==> src/hdl/assert_macros.svh <==
// shared assertion forms, all sampled on the rising edge and off while in reset
`ifndef ASSERT_MACROS_SVH
`define ASSERT_MACROS_SVH

// property must hold
`define CHK_ASSERT(label, clk, rst_n, prop, msg) \
    label: assert property (@(posedge clk) disable iff (!rst_n) prop) \
        else $error(msg);

// condition must never be seen
`define CHK_NEVER(label, clk, rst_n, cond, msg) \
    label: assert property (@(posedge clk) disable iff (!rst_n) !(cond)) \
        else $error(msg);

`endif

==> src/hdl/crcpl_pkg.sv <==
package crcpl_pkg;

    localparam int TICK_COUNT_WIDTH_DEF = 16;
    localparam int CFG_IDX_W            = 3;
    localparam int CFG_DATA_W           = 16;

    // register indexes
    localparam logic [CFG_IDX_W-1:0] CFG_ONE_PULSE      = 3'd0;
    localparam logic [CFG_IDX_W-1:0] CFG_ZERO_PULSE     = 3'd1;
    localparam logic [CFG_IDX_W-1:0] CFG_BIT_GAP        = 3'd2;
    localparam logic [CFG_IDX_W-1:0] CFG_FRAME_GAP      = 3'd3;
    localparam logic [CFG_IDX_W-1:0] CFG_BLINK_INTERVAL = 3'd4;
    localparam logic [CFG_IDX_W-1:0] CFG_BLINK_TOGGLES  = 3'd5;
    localparam logic [CFG_IDX_W-1:0] CFG_EXPECTED_CRC   = 3'd6;

    // register reset values
    localparam logic [15:0] RST_ONE_PULSE      = 16'd600;
    localparam logic [15:0] RST_ZERO_PULSE     = 16'd150;
    localparam logic [15:0] RST_BIT_GAP        = 16'd250;
    localparam logic [15:0] RST_FRAME_GAP      = 16'd2000;
    localparam logic [15:0] RST_BLINK_INTERVAL = 16'd100;
    localparam logic [7:0]  RST_BLINK_TOGGLES  = 8'd10;
    localparam logic [7:0]  RST_EXPECTED_CRC   = 8'hF4;

    localparam logic [2:0] BIT_MSB = 3'd7;

    localparam logic REQ_TICK   = 1'b0;
    localparam logic REQ_RESULT = 1'b1;
    localparam logic MSG_MAIN   = 1'b0;

    typedef enum logic [4:0] {
        PH_IDLE  = 5'b00001,
        PH_LIT   = 5'b00010,
        PH_GAP   = 5'b00100,
        PH_FRAME = 5'b01000,
        PH_BLINK = 5'b10000
    } t_phase;

    typedef struct packed {
        logic       req_type;
        logic [7:0] crc_value;
        logic       message_id;
    } t_in_word;

    typedef struct packed {
        logic       led_lit;
        logic       accepted;
        logic       busy_res;
        logic       check_done;
        logic       check_ok;
        logic [7:0] main_crc_out;
        logic [7:0] altered_crc_out;
    } t_out_word;

    typedef struct packed {
        logic [15:0] one_pulse_ticks;
        logic [15:0] zero_pulse_ticks;
        logic [15:0] bit_gap_ticks;
        logic [15:0] frame_gap_ticks;
        logic [15:0] blink_interval_ticks;
        logic [7:0]  blink_toggle_count;
        logic [7:0]  expected_crc;
    } t_cfg;

endpackage

==> src/hdl/crcpl_cfg.sv <==
module crcpl_cfg
    import crcpl_pkg::*;
(
    input  logic                  i_clk,
    input  logic                  i_rst_n,
    input  logic                  i_cfg_we,
    input  logic [CFG_IDX_W-1:0]  i_cfg_idx,
    input  logic [CFG_DATA_W-1:0] i_cfg_wdata,
    output t_cfg                  o_cfg
);

    t_cfg r_cfg;

    always_ff @(posedge i_clk) begin
        if (!i_rst_n) begin
            r_cfg.one_pulse_ticks      <= RST_ONE_PULSE;
            r_cfg.zero_pulse_ticks     <= RST_ZERO_PULSE;
            r_cfg.bit_gap_ticks        <= RST_BIT_GAP;
            r_cfg.frame_gap_ticks      <= RST_FRAME_GAP;
            r_cfg.blink_interval_ticks <= RST_BLINK_INTERVAL;
            r_cfg.blink_toggle_count   <= RST_BLINK_TOGGLES;
            r_cfg.expected_crc         <= RST_EXPECTED_CRC;
        end else if (i_cfg_we) begin
            case (i_cfg_idx)
                CFG_ONE_PULSE:      r_cfg.one_pulse_ticks      <= i_cfg_wdata;
                CFG_ZERO_PULSE:     r_cfg.zero_pulse_ticks     <= i_cfg_wdata;
                CFG_BIT_GAP:        r_cfg.bit_gap_ticks        <= i_cfg_wdata;
                CFG_FRAME_GAP:      r_cfg.frame_gap_ticks      <= i_cfg_wdata;
                CFG_BLINK_INTERVAL: r_cfg.blink_interval_ticks <= i_cfg_wdata;
                CFG_BLINK_TOGGLES:  r_cfg.blink_toggle_count   <= i_cfg_wdata[7:0];
                CFG_EXPECTED_CRC:   r_cfg.expected_crc         <= i_cfg_wdata[7:0];
                default: ;
            endcase
        end
    end

    assign o_cfg = r_cfg;

endmodule

==> src/hdl/crcpl_engine.sv <==
`include "assert_macros.svh"

module crcpl_engine
    import crcpl_pkg::*;
#(
    parameter int TICK_COUNT_WIDTH = TICK_COUNT_WIDTH_DEF
) (
    input  logic      i_clk,
    input  logic      i_rst_n,
    input  logic      i_fire,
    input  t_in_word  i_word,
    input  t_cfg      i_cfg,
    output t_out_word o_result
);

    localparam int W  = TICK_COUNT_WIDTH;
    localparam int DW = (W < 16) ? W : 16;

    typedef enum logic [1:0] {
        K_LIT,
        K_GAP,
        K_FRAME,
        K_IDLE
    } t_kind;

    logic [1:0]   r_rcv_mask, n_rcv_mask;
    logic [7:0]   r_main, n_main;
    logic [7:0]   r_alt, n_alt;
    logic         r_verdict, n_verdict;
    logic [7:0]   r_lat_main, n_lat_main;
    logic [7:0]   r_lat_alt, n_lat_alt;
    t_phase       r_phase, n_phase;
    logic [2:0]   r_bit, n_bit;
    logic [W-1:0] r_cnt, n_cnt;
    logic [7:0]   r_toggles, n_toggles;
    logic         r_led, n_led;

    logic         w_accepted, w_done;
    logic [W-1:0] w_d_one, w_d_zero, w_d_gap, w_d_frame, w_d_int;
    logic [7:0]   w_pnz;
    logic         s_go, b_go, s_found, s_frame;
    t_kind        s_kind;
    logic [2:0]   s_bit, s_j;

    function automatic logic [W-1:0] f_dur(input logic [15:0] v);
        f_dur = W'(v[DW-1:0]);
    endfunction

    assign w_d_one   = f_dur(i_cfg.one_pulse_ticks);
    assign w_d_zero  = f_dur(i_cfg.zero_pulse_ticks);
    assign w_d_gap   = f_dur(i_cfg.bit_gap_ticks);
    assign w_d_frame = f_dur(i_cfg.frame_gap_ticks);
    assign w_d_int   = f_dur(i_cfg.blink_interval_ticks);

    always_comb begin
        n_rcv_mask = r_rcv_mask;
        n_main     = r_main;
        n_alt      = r_alt;
        n_verdict  = r_verdict;
        n_lat_main = r_lat_main;
        n_lat_alt  = r_lat_alt;
        n_phase    = r_phase;
        n_bit      = r_bit;
        n_cnt      = r_cnt;
        n_toggles  = r_toggles;
        n_led      = r_led;
        w_accepted = 1'b0;
        w_done     = 1'b0;
        s_go       = 1'b0;
        b_go       = 1'b0;
        s_kind     = K_IDLE;
        s_bit      = r_bit;
        s_found    = 1'b0;
        s_j        = 3'd0;
        s_frame    = 1'b0;

        if (i_fire) begin
            if (i_word.req_type == REQ_TICK) begin
                if (r_phase != PH_IDLE) begin
                    if (r_cnt > W'(1)) begin
                        n_cnt = r_cnt - W'(1);
                    end else begin
                        // phase runs out on this tick
                        case (r_phase)
                            PH_LIT: begin
                                s_go   = 1'b1;
                                s_kind = K_GAP;
                            end
                            PH_GAP: begin
                                s_go = 1'b1;
                                if (r_bit != 3'd0) begin
                                    s_kind = K_LIT;
                                    s_bit  = r_bit - 3'd1;
                                end else begin
                                    s_kind = K_FRAME;
                                end
                            end
                            PH_FRAME: begin
                                s_go   = 1'b1;
                                s_kind = K_IDLE;
                            end
                            PH_BLINK: b_go = 1'b1;
                            default: ;
                        endcase
                    end
                end
            end else if (r_phase == PH_IDLE) begin
                w_accepted = 1'b1;
                if (i_word.message_id == MSG_MAIN) begin
                    n_main        = i_word.crc_value;
                    n_rcv_mask[0] = 1'b1;
                end else begin
                    n_alt         = i_word.crc_value;
                    n_rcv_mask[1] = 1'b1;
                end
                if (n_rcv_mask == 2'b11) begin
                    w_done     = 1'b1;
                    n_lat_main = n_main;
                    n_lat_alt  = n_alt;
                    n_verdict  = (n_main == i_cfg.expected_crc) && (n_alt != n_main);
                    n_rcv_mask = 2'b00;
                    if (n_verdict) begin
                        s_go   = 1'b1;
                        s_kind = K_LIT;
                        s_bit  = BIT_MSB;
                    end else begin
                        b_go      = 1'b1;
                        n_toggles = i_cfg.blink_toggle_count;
                    end
                end
            end
        end

        // lit length per bit is nonzero
        for (int j = 0; j < 8; j++) begin
            w_pnz[j] = n_lat_main[j] ? (w_d_one != '0) : (w_d_zero != '0);
        end
        // highest lower bit with a visible pulse, used when the gap is empty
        for (int j = 0; j < 8; j++) begin
            if (3'(j) < s_bit && w_pnz[j]) begin
                s_found = 1'b1;
                s_j     = 3'(j);
            end
        end

        if (s_go) begin
            case (s_kind)
                K_LIT, K_GAP: begin
                    if (s_kind == K_LIT && w_pnz[s_bit]) begin
                        n_phase = PH_LIT;
                        n_bit   = s_bit;
                        n_led   = 1'b1;
                        n_cnt   = n_lat_main[s_bit] ? w_d_one : w_d_zero;
                    end else if (w_d_gap != '0) begin
                        n_phase = PH_GAP;
                        n_bit   = s_bit;
                        n_led   = 1'b0;
                        n_cnt   = w_d_gap;
                    end else if (s_found) begin
                        n_phase = PH_LIT;
                        n_bit   = s_j;
                        n_led   = 1'b1;
                        n_cnt   = n_lat_main[s_j] ? w_d_one : w_d_zero;
                    end else begin
                        s_frame = 1'b1;
                    end
                end
                K_FRAME: s_frame = 1'b1;
                default: begin
                    n_phase = PH_IDLE;
                    n_bit   = BIT_MSB;
                    n_led   = 1'b0;
                    n_cnt   = '0;
                end
            endcase
            if (s_frame) begin
                if (w_d_frame != '0) begin
                    n_phase = PH_FRAME;
                    n_bit   = 3'd0;
                    n_led   = 1'b0;
                    n_cnt   = w_d_frame;
                end else begin
                    n_phase = PH_IDLE;
                    n_bit   = BIT_MSB;
                    n_led   = 1'b0;
                    n_cnt   = '0;
                end
            end
        end

        if (b_go) begin
            // an empty interval burns through every toggle at once
            if (n_toggles != 8'd0 && w_d_int != '0) begin
                n_phase   = PH_BLINK;
                n_toggles = n_toggles - 8'd1;
                n_led     = ~r_led;
                n_cnt     = w_d_int;
            end else begin
                n_phase   = PH_IDLE;
                n_toggles = 8'd0;
                n_led     = 1'b0;
                n_cnt     = '0;
            end
        end
    end

    always_ff @(posedge i_clk) begin
        if (!i_rst_n) begin
            r_rcv_mask <= 2'b00;
            r_main     <= 8'd0;
            r_alt      <= 8'd0;
            r_verdict  <= 1'b0;
            r_lat_main <= 8'd0;
            r_lat_alt  <= 8'd0;
            r_phase    <= PH_IDLE;
            r_bit      <= BIT_MSB;
            r_cnt      <= '0;
            r_toggles  <= 8'd0;
            r_led      <= 1'b0;
        end else begin
            r_rcv_mask <= n_rcv_mask;
            r_main     <= n_main;
            r_alt      <= n_alt;
            r_verdict  <= n_verdict;
            r_lat_main <= n_lat_main;
            r_lat_alt  <= n_lat_alt;
            r_phase    <= n_phase;
            r_bit      <= n_bit;
            r_cnt      <= n_cnt;
            r_toggles  <= n_toggles;
            r_led      <= n_led;
        end
    end

    assign o_result.led_lit         = n_led;
    assign o_result.accepted        = w_accepted;
    assign o_result.busy_res        = (n_phase != PH_IDLE);
    assign o_result.check_done      = w_done;
    assign o_result.check_ok        = n_verdict;
    assign o_result.main_crc_out    = n_lat_main;
    assign o_result.altered_crc_out = n_lat_alt;

    `CHK_ASSERT(a_busy_cnt, i_clk, i_rst_n, r_phase != PH_IDLE |-> r_cnt != '0, "busy with empty counter")
    `CHK_NEVER(a_idle_dark, i_clk, i_rst_n, r_phase == PH_IDLE && (r_led || r_bit != BIT_MSB), "idle not parked")
    `CHK_ASSERT(a_pair_clr, i_clk, i_rst_n, i_fire && w_done |=> r_rcv_mask == 2'b00, "pair not cleared")

endmodule

==> src/hdl/crc_pair_check_led_pulse_coder_core.sv <==
// an accepted word waits in the input stage; its result word is registered in the output stage
// throughput: one word per cycle unless output stalls; input and output stages run concurrently
// the input stall rises only when both stages are full and the output is stalled
// reset: synchronous active low, clears pair state, display, led and registers
// to their defaults; both stages come up empty
`include "assert_macros.svh"

module crc_pair_check_led_pulse_coder_core
    import crcpl_pkg::*;
#(
    parameter int TICK_COUNT_WIDTH = TICK_COUNT_WIDTH_DEF
) (
    input  logic                  i_clk,
    input  logic                  i_rst_n,
    input  logic                  i_in_valid,
    output logic                  o_in_stall,
    input  t_in_word              i_in_data,
    output logic                  o_out_valid,
    input  logic                  i_out_stall,
    output t_out_word             o_out_data,
    input  logic                  i_cfg_we,
    input  logic [CFG_IDX_W-1:0]  i_cfg_idx,
    input  logic [CFG_DATA_W-1:0] i_cfg_wdata
);

    logic      r_in_vld, n_in_vld;
    t_in_word  r_in_word;
    logic      r_out_vld, n_out_vld;
    t_out_word r_out_word;
    logic      w_adv, w_in_fire;
    t_cfg      w_cfg;
    t_out_word w_result;

    // input stage moves into the result register
    assign w_adv      = r_in_vld && (!r_out_vld || !i_out_stall);
    assign o_in_stall = r_in_vld && r_out_vld && i_out_stall;
    assign w_in_fire  = i_in_valid && !o_in_stall;

    always_comb begin
        n_in_vld = r_in_vld;
        if (w_in_fire) begin
            n_in_vld = 1'b1;
        end else if (w_adv) begin
            n_in_vld = 1'b0;
        end
        n_out_vld = r_out_vld;
        if (w_adv) begin
            n_out_vld = 1'b1;
        end else if (!i_out_stall) begin
            n_out_vld = 1'b0;
        end
    end

    always_ff @(posedge i_clk) begin
        if (!i_rst_n) begin
            r_in_vld  <= 1'b0;
            r_out_vld <= 1'b0;
        end else begin
            r_in_vld  <= n_in_vld;
            r_out_vld <= n_out_vld;
        end
    end

    always_ff @(posedge i_clk) begin
        if (w_in_fire) begin
            r_in_word <= i_in_data;
        end
        if (w_adv) begin
            r_out_word <= w_result;
        end
    end

    crcpl_cfg u_cfg (
        .i_clk       (i_clk),
        .i_rst_n     (i_rst_n),
        .i_cfg_we    (i_cfg_we),
        .i_cfg_idx   (i_cfg_idx),
        .i_cfg_wdata (i_cfg_wdata),
        .o_cfg       (w_cfg)
    );

    crcpl_engine #(
        .TICK_COUNT_WIDTH (TICK_COUNT_WIDTH)
    ) u_engine (
        .i_clk    (i_clk),
        .i_rst_n  (i_rst_n),
        .i_fire   (w_adv),
        .i_word   (r_in_word),
        .i_cfg    (w_cfg),
        .o_result (w_result)
    );

    assign o_out_valid = r_out_vld;
    assign o_out_data  = r_out_word;

    `CHK_ASSERT(a_adv_out, i_clk, i_rst_n, w_adv |=> r_out_vld, "advanced word missing at output")

endmodule

==> config.mk <==
export PLATFORM = sky130hd
export DESIGN_NAME = crc_pair_check_led_pulse_coder_core
export DESIGN_NICKNAME = d
export VERILOG_FILES = /design/src/hdl/crcpl_pkg.sv /design/src/hdl/crcpl_cfg.sv /design/src/hdl/crcpl_engine.sv /design/src/hdl/crc_pair_check_led_pulse_coder_core.sv
export VERILOG_INCLUDE_DIRS = /design/src /design/src/hdl
export SDC_FILE = /design/constraint.sdc
export NUM_CORES = 1
export LEC_CHECK = 0
export ABC_CLOCK_PERIOD_IN_PS = 3900
export BUFFER_PORTS_ARGS = -buffer_cell sky130_fd_sc_hd__buf_2
export CORE_UTILIZATION = 35
export CTS_CLUSTER_DIAMETER = 50
export DETAILED_ROUTE_END_ITERATION = 10
export PLACE_DENSITY = 0.63
export SLEW_MARGIN = 20
export SYNTH_ARGS = -nofsm -noshare
export SYNTH_HDL_FRONTEND = slang
export SYNTH_SLANG_ARGS = --single-unit
==> constraint.sdc <==
create_clock -name i_clk -period 3.9 [get_ports i_clk]
set_input_delay 0.195 -clock i_clk [delete_from_list [all_inputs] [get_ports i_clk]]
set_output_delay 0.195 -clock i_clk [all_outputs]
set_load 0.01 [all_outputs]
==> results.ini, run 1 <==
[sta]
worst_hold_slack_ps=22.1
min_period_over_period_pct=103
setup_viol_count_final=16
post-route-worst-setup-slack_ps=-105
fin_setup_tns_ps=-1200
grt_setup_unrepaired=true
final-hold-violation-count=0
timing.slew.headroom_pct=45.3
worst_slew_pin_slew_ps=820
fmax_mhz=250
worst_clock_skew_ps=17.0
post-route-min-period_ps=4010
final-max-slew-violation-count=0

[logic_synthesis]
yosys_most_used_dff=dfxtp_1
synth_cells=1204
post_synthesis_share_of_cell_area_spent_on_and_or_nand_and_nor_gates_pct=24.7
seq_area_frac_synth_pct=40.2
synth_enable_flop_cells=31
ys_async_sr_fraction_pct=0
yosys_warnings=0
synth.ff_latch_count=197
yosys.area.top_type_share_pct=31.4
summed_instance_area_of_the_synthesized_netlist_um2=10600
synth.area.mux_share_pct=9.14
synth_compound_area_share_pct=18.9
synth_area_leader_cell=dfxtp_1
average_cell_area_after_synthesis_um2=8.79
netlist_top_cells_area=dfxtp_1 31%, nand2_1 9.0%, edfxtp_1 8.8%
synthDistinctLibCells=84
synth.net_count=1243
synth_top_family_by_area=simple AND/OR/NAND/NOR gates
post_synth_fa_ha_maj_area_fraction_pct=0.591
synthXorXnorAreaFrac_pct=3.06

[worst_setup_path]
cp_num_cells=13
worst_r2r_path_depth=13
timing.critical_path.slowest_stage_cell=or4_4
worstSetupStartpoint=u_engine.r_cnt[13]
r2r_end=u_engine.r_cnt[13]
critical_path.cell_chain=or4_4 -> or4_4 -> o31a_1 -> or2_4 -> buf_12 -> a211oi_2 -> o31ai_4 -> a32oi_4 -> buf_12 -> mux2_2 -> mux2_2 -> a221oi_1 -> nand3_1
criticalPathCategory=reg -> reg
critPathMaxFanout=7
setup.worst_path.end_class=register
crit_arrival_ps=4340
worst_reg2reg_path_startpoint=u_engine.r_cnt[13]
startpoint_type=register
cp_top_family=simple AND/OR/NAND/NOR gates
worstPathRequired_ps=4240
worstPathBufferInverterCount=2
critPathMaxStageDelay_ps=570
reg2reg_setup_slack_ps=-110
worst_setup_path_endpoint=u_engine.r_cnt[13]

[cells_and_area]
n_fill_cell=2828
final_design_area_no_fill_um2=13800
antennaDiodeCount=0
final_core_utilization_pct=46.4
fin_cells=1817
area_growth_from_synthesis_to_layout_pct=30.2
total_nets_final=1453
final_layout_size_suffix_gt1_share_pct=28.5

[route]
ant_nets=0
detail_route.drc_violations=0
vias_per_cell=5.48
detail_route.first_pass.iterations=9
wire_per_inst_um=19.3
vias=9966
drtIter0Drc=822
finalWirelength_um=35200

[floorplanning]
floorplan.die.height_um=176
num_rows=63
floorplan.die_area_um2=30900
chipWidth_um=176
initial_core_util_pct=35.6
core-area_um2=29700
ioPinCount=57

[grt]
grt_overflow=0
number_of_antenna_violations_at_the_first_check_in_global_routing=1
via_count_of_the_first_global_routing_pass=9338
first_pass_grt_wire_length_um=53700
grtUsageTotal_pct=22.9
grt_max_degree=93

[clock_tree]
clkSinkCount=197
tritoncts_clock_tree=done
clkTransAtPathRegs_ps=80
cts_buffers=17
cts_root_buf=clkbuf_16
number_of_h_tree_levels=4
cts_buffer_depth=2
worst_skew_pair.late_latency_ps=460

[status]
run_status=finished, violations left
violations_in_the_final_reports=setup timing

[placement]
dp_slack_ps=-207
dp.final_hpwl_um=25900
post_dp_cell_area_um2=12400
place_congestion=0.936
dp_cells=1755
port_buffers=56

[min_path]
hold_path.class=in -> reg

[power]
post-layout-total-power_mw=4.50
powerDensity_nw_per_um2=326
irDropWorstVdd_mv=0.335
leakage_nw=5.34

[run]
cap_viol_max_count=0

[routing by layer]
metal	vias up	part of all wire, %	GRT usage [%]
met4	2	2.7	8.77
met5	-	0.037	0
met3	73	6.2	4.05
met2	371	46	36.5
li1	4789	-	-
met1	4731	45	30.5
[state kept, by name (all words and copies together) (netlist names)]
register	count
o_out_data	21
o_out_valid	1
r_in_vld	1
r_in_word	10
u_cfg.o_cfg	96
u_engine.r_alt	8
u_engine.r_bit	3
u_engine.r_cnt	16
u_engine.r_lat_alt	8
u_engine.r_lat_main	8
u_engine.r_led	1
u_engine.r_main	8
u_engine.r_phase	5
u_engine.r_rcv_mask	2
u_engine.r_toggles	8
u_engine.r_verdict	1
[layout make-up]
type                    instances  area [um2]  area share, %
well taps                     390         488           3.54
clock buffers                  25         527           3.82
multi-input cells             928        6410           46.5
clock inverters                 7        85.1          0.617
repair buffers                252        1950           14.2
flip-flops and latches        197        4260           30.9
inverters                      18        67.6          0.490
[cells in the final DEF (no fill, tap or decap), types with 29 or more instances in the layout]
cell        n
buf_4     168
edfxtp_1   31
buf_2      55
nand2_1   253
a21boi_0   79
mux2_2     32
nand3_1    76
nor2_1     41
dfxtp_1   165
mux2i_1    44
xnor2_1    29
[power by group]
part	switching [mW]	internal, mW	leakage, nW
logic	0.271	0.224	3.39
clock network	0.825	1.01	0.305
registers	0.0484	2.11	1.64
[synthesized netlist by cell type (18+ instances only)]
cell      instances
dfxtp_1         166
mux2i_1          54
a21oi_1          29
nor2_1           46
xnor2_1          29
nand2_1         254
and2_1           24
mux2_2           33
clkbuf_1         45
nor3_1           18
nor4_1           28
a21boi_0         81
nor2b_1          27
nand3_1          76
edfxtp_1         31
o21ai_0          30
[worst min path at each step]
stage / start / to / depth (start not counted)
after floorplan: i_in_data[0] / r_in_word[0] / 0
after global placement: i_in_data[6] / r_in_word[6] / 1
after detailed placement: i_in_data[2] / r_in_word[2] / 1
after CTS: i_cfg_wdata[9] / u_cfg.o_cfg[89] / 3
after global routing: i_cfg_wdata[9] / u_cfg.o_cfg[25] / 3
final: i_cfg_wdata[8] / u_cfg.o_cfg[40] / 3
[tightest hold or removal path: cells and delay by family]
kind	cells	cell delay (ps)
and+or+nand+nor	2	130
buffers and inverters	1	130
[what timing repair did]
item                       in CTS  in global routing
buffers inserted                9                  7
hold endpoints to repair       12                  0
cloned                          2                  1
pin swaps                      30                 19
hold buffers                   12                  0
setup endpoints to repair      22                 25
gates resized for setup        36                 53
[cells by family (layout without fill, tap and decap cells)]
logic type	Yosys count	in the layout
adders and majority gates	5	5
muxes	91	91
AOI/OAI and AO/OA	251	252
buffers and inverters	80	302
and+or+nand+nor	543	543
DFF	197	197
xor gates and xnor gates	37	37
Power figures use the tool's default switching activity.
==> run 2: changes to the inputs <==
--- a/config.mk
+++ b/config.mk
@@ -12,7 +12,9 @@
 export CTS_CLUSTER_DIAMETER = 50
 export DETAILED_ROUTE_END_ITERATION = 10
 export PLACE_DENSITY = 0.63
+export RECOVER_POWER = 100
 export SLEW_MARGIN = 20
 export SYNTH_ARGS = -nofsm -noshare
 export SYNTH_HDL_FRONTEND = slang
 export SYNTH_SLANG_ARGS = --single-unit
+export TNS_END_PERCENT = 20
==> results.ini, run 2 (synthesized netlist as in run 1, its figures left out) <==
[route]
drtIter0Drc=754  ; was 822
vias_per_cell=5.47  ; was 5.48
detail_route.drc_violations=0  ; unchanged
wire_per_inst_um=19.0  ; was 19.3 um
ant_nets=0  ; unchanged
finalWirelength_um=34000  ; was 35200 um
detail_route.first_pass.iterations=6  ; was 9
vias=9790  ; was 9966

[clock_tree]
worst_skew_pair.late_latency_ps=460  ; about the same
number_of_h_tree_levels=4  ; unchanged
cts_root_buf=clkbuf_16  ; unchanged
cts_buffer_depth=2  ; unchanged
tritoncts_clock_tree=done  ; unchanged
clkTransAtPathRegs_ps=80  ; about the same
cts_buffers=17  ; unchanged
clkSinkCount=197  ; unchanged

[cells_and_area]
largest_register_ffs=96  ; unchanged
final_core_utilization_pct=44.1  ; was 46.4%
mostFrequentLayoutCell=nand2_1  ; unchanged
fin_cells=1791  ; was 1817
total_nets_final=1427  ; was 1453
area_growth_from_synthesis_to_layout_pct=23.8  ; was 30.2%
commonest_cells_after_routing_fill_and_taps_aside=254 x nand2_1, 164 x dfxtp_1, 141 x buf_4, 79 x a21boi_0, 76 x nand3_1  ; was 253 x nand2_1, 168 x buf_4, 165 x dfxtp_1, 79 x a21boi_0, 76 x nand3_1
final_layout_size_suffix_gt1_share_pct=22.4  ; was 28.5%
final_design_area_no_fill_um2=13100  ; was 13800 um2
n_fill_cell=2903  ; was 2828
antennaDiodeCount=0  ; unchanged

[worst_setup_path]
cp_top_family=simple AND/OR/NAND/NOR gates  ; unchanged
critical_path.cell_chain=or4_4 -> or4_4 -> buf_4 -> nor4b_2 -> or2_1 -> nor2_1 -> or3_1 -> o31ai_4 -> nand2b_4 -> buf_12 -> mux2_2 -> a221oi_1 -> nand3_1  ; was or4_4 -> or4_4 -> o31a_1 -> or2_4 -> buf_12 -> a211oi_2 -> o31ai_4 -> a32oi_4 -> buf_12 -> mux2_2 -> mux2_2 -> a221oi_1 -> nand3_1
worstPathBufferInverterCount=2  ; unchanged
crit_arrival_ps=4300  ; was 4340 ps
worstPathRequired_ps=4220  ; was 4240 ps
criticalPathCategory=reg -> reg  ; unchanged
critPathMaxStageDelay_ps=570  ; about the same
worst_path_most_repeated_cell=or4_4
timing.critical_path.slowest_stage_cell=or4_4  ; unchanged
critPathMaxFanout=7  ; unchanged
setup.worst_path.end_class=register  ; unchanged
startpoint_type=register  ; unchanged

[sta]
setup_viol_count_final=15  ; was 16
fin_setup_tns_ps=-318  ; was -1200 ps
post-route-min-period_ps=3980  ; was 4010 ps
grt_setup_unrepaired=true  ; unchanged
final-hold-violation-count=0  ; unchanged
post-route-worst-setup-slack_ps=-78.9  ; was -105 ps
final-max-slew-violation-count=84  ; was 0
worst_slew_pin_slew_ps=2990  ; was 820 ps
worst_clock_skew_ps=19.3  ; was 17.0 ps
timing.slew.headroom_pct=-99.5  ; was 45.3%
min_period_over_period_pct=102  ; was 103%
fmax_mhz=251  ; was 250 MHz
worst_hold_slack_ps=22.0  ; was 22.1 ps

[floorplanning]
ioPinCount=57  ; unchanged
floorplan.die_area_um2=30900  ; unchanged
floorplan.die.height_um=176  ; unchanged
chipWidth_um=176  ; unchanged
core-area_um2=29700  ; unchanged
num_rows=63  ; unchanged
initial_core_util_pct=35.6  ; unchanged

[grt]
via_count_of_the_first_global_routing_pass=9215  ; was 9338
grt_overflow=0  ; unchanged
first_pass_grt_wire_length_um=52700  ; was 53700 um
number_of_antenna_violations_at_the_first_check_in_global_routing=0  ; was 1
grtUsageTotal_pct=22.4  ; was 22.9%
grt_max_degree=84  ; was 93

[placement]
dp_cells=1746  ; was 1755
dp_slack_ps=-119  ; was -207 ps
dp.final_hpwl_um=25700  ; was 25900 um
place_congestion=0.945  ; was 0.936
post_dp_cell_area_um2=12300  ; was 12400 um2
port_buffers=56  ; unchanged

[power]
post-layout-total-power_mw=4.41  ; was 4.50 mW
powerDensity_nw_per_um2=336  ; was 326 nW/um2
leakage_nw=4.99  ; was 5.34 nW
irDropWorstVdd_mv=0.321  ; was 0.335 mV

[status]
run_status=finished, violations left  ; unchanged
violations_in_the_final_reports=capacitance limit, slew limit, setup timing  ; was setup timing

[min_path]
hold_path.class=in -> reg  ; unchanged

[run]
cap_viol_max_count=1  ; was 0

## run 2: worst paths after layout
| check | slack (ps) | cells after the start | startpoint | end |
|---|---|---|---|---|
| min | 20 | 3 | i_cfg_wdata[8] | u_cfg.o_cfg[40] |
| min reg2reg | 470 | 2 | u_engine.r_toggles[0] | u_engine.r_toggles[0] |
| max reg2reg | -80 | 13 | u_engine.r_cnt[4] | u_engine.r_cnt[13] |
| max | -80 | 13 | u_engine.r_cnt[4] | u_engine.r_cnt[13] |
## run 2: where the power goes
part           internal (mW)  switching [mW]
sequential              2.11          0.0491
clock                  0.936           0.858
combinational          0.195           0.255
total                   3.24            1.16
## run 2: cell type report
| class | instances | area, um2 | area share (%) |
|---|---|---|---|
| clock buffers | 19 | 453 | 3.46 |
| clock inverters | 13 | 133 | 1.01 |
| inverters | 18 | 67.6 | 0.515 |
| multi-input cells | 928 | 6120 | 46.7 |
| flip-flops and latches | 197 | 4260 | 32.5 |
| well taps | 390 | 488 | 3.72 |
| repair buffers | 226 | 1590 | 12.2 |
## run 2: worst min-delay path: cells and delay by family
family,cells,cell delay [ps]
buffers and inverters,1,130
AND/OR/NAND/NOR,2,130
## run 2: timing repair
item / in CTS / in global routing
setup buffers: 1 / 0
gates cloned: 1 / 0
endpoints found under the hold margin: 11 / 0
endpoints found under the setup margin: 21 / 24
resized for setup: 18 / 11
hold buffers: 11 / 0
pin swaps: 27 / 3
## run 2: routing by layer
metal	global-route usage, %	vias to the layer above	share of wire (%)
met5	0	-	0
met4	7.50	0	2.3
met3	5.09	60	6.7
met2	34.9	358	44
met1	30.3	4649	47
li1	-	4723	-
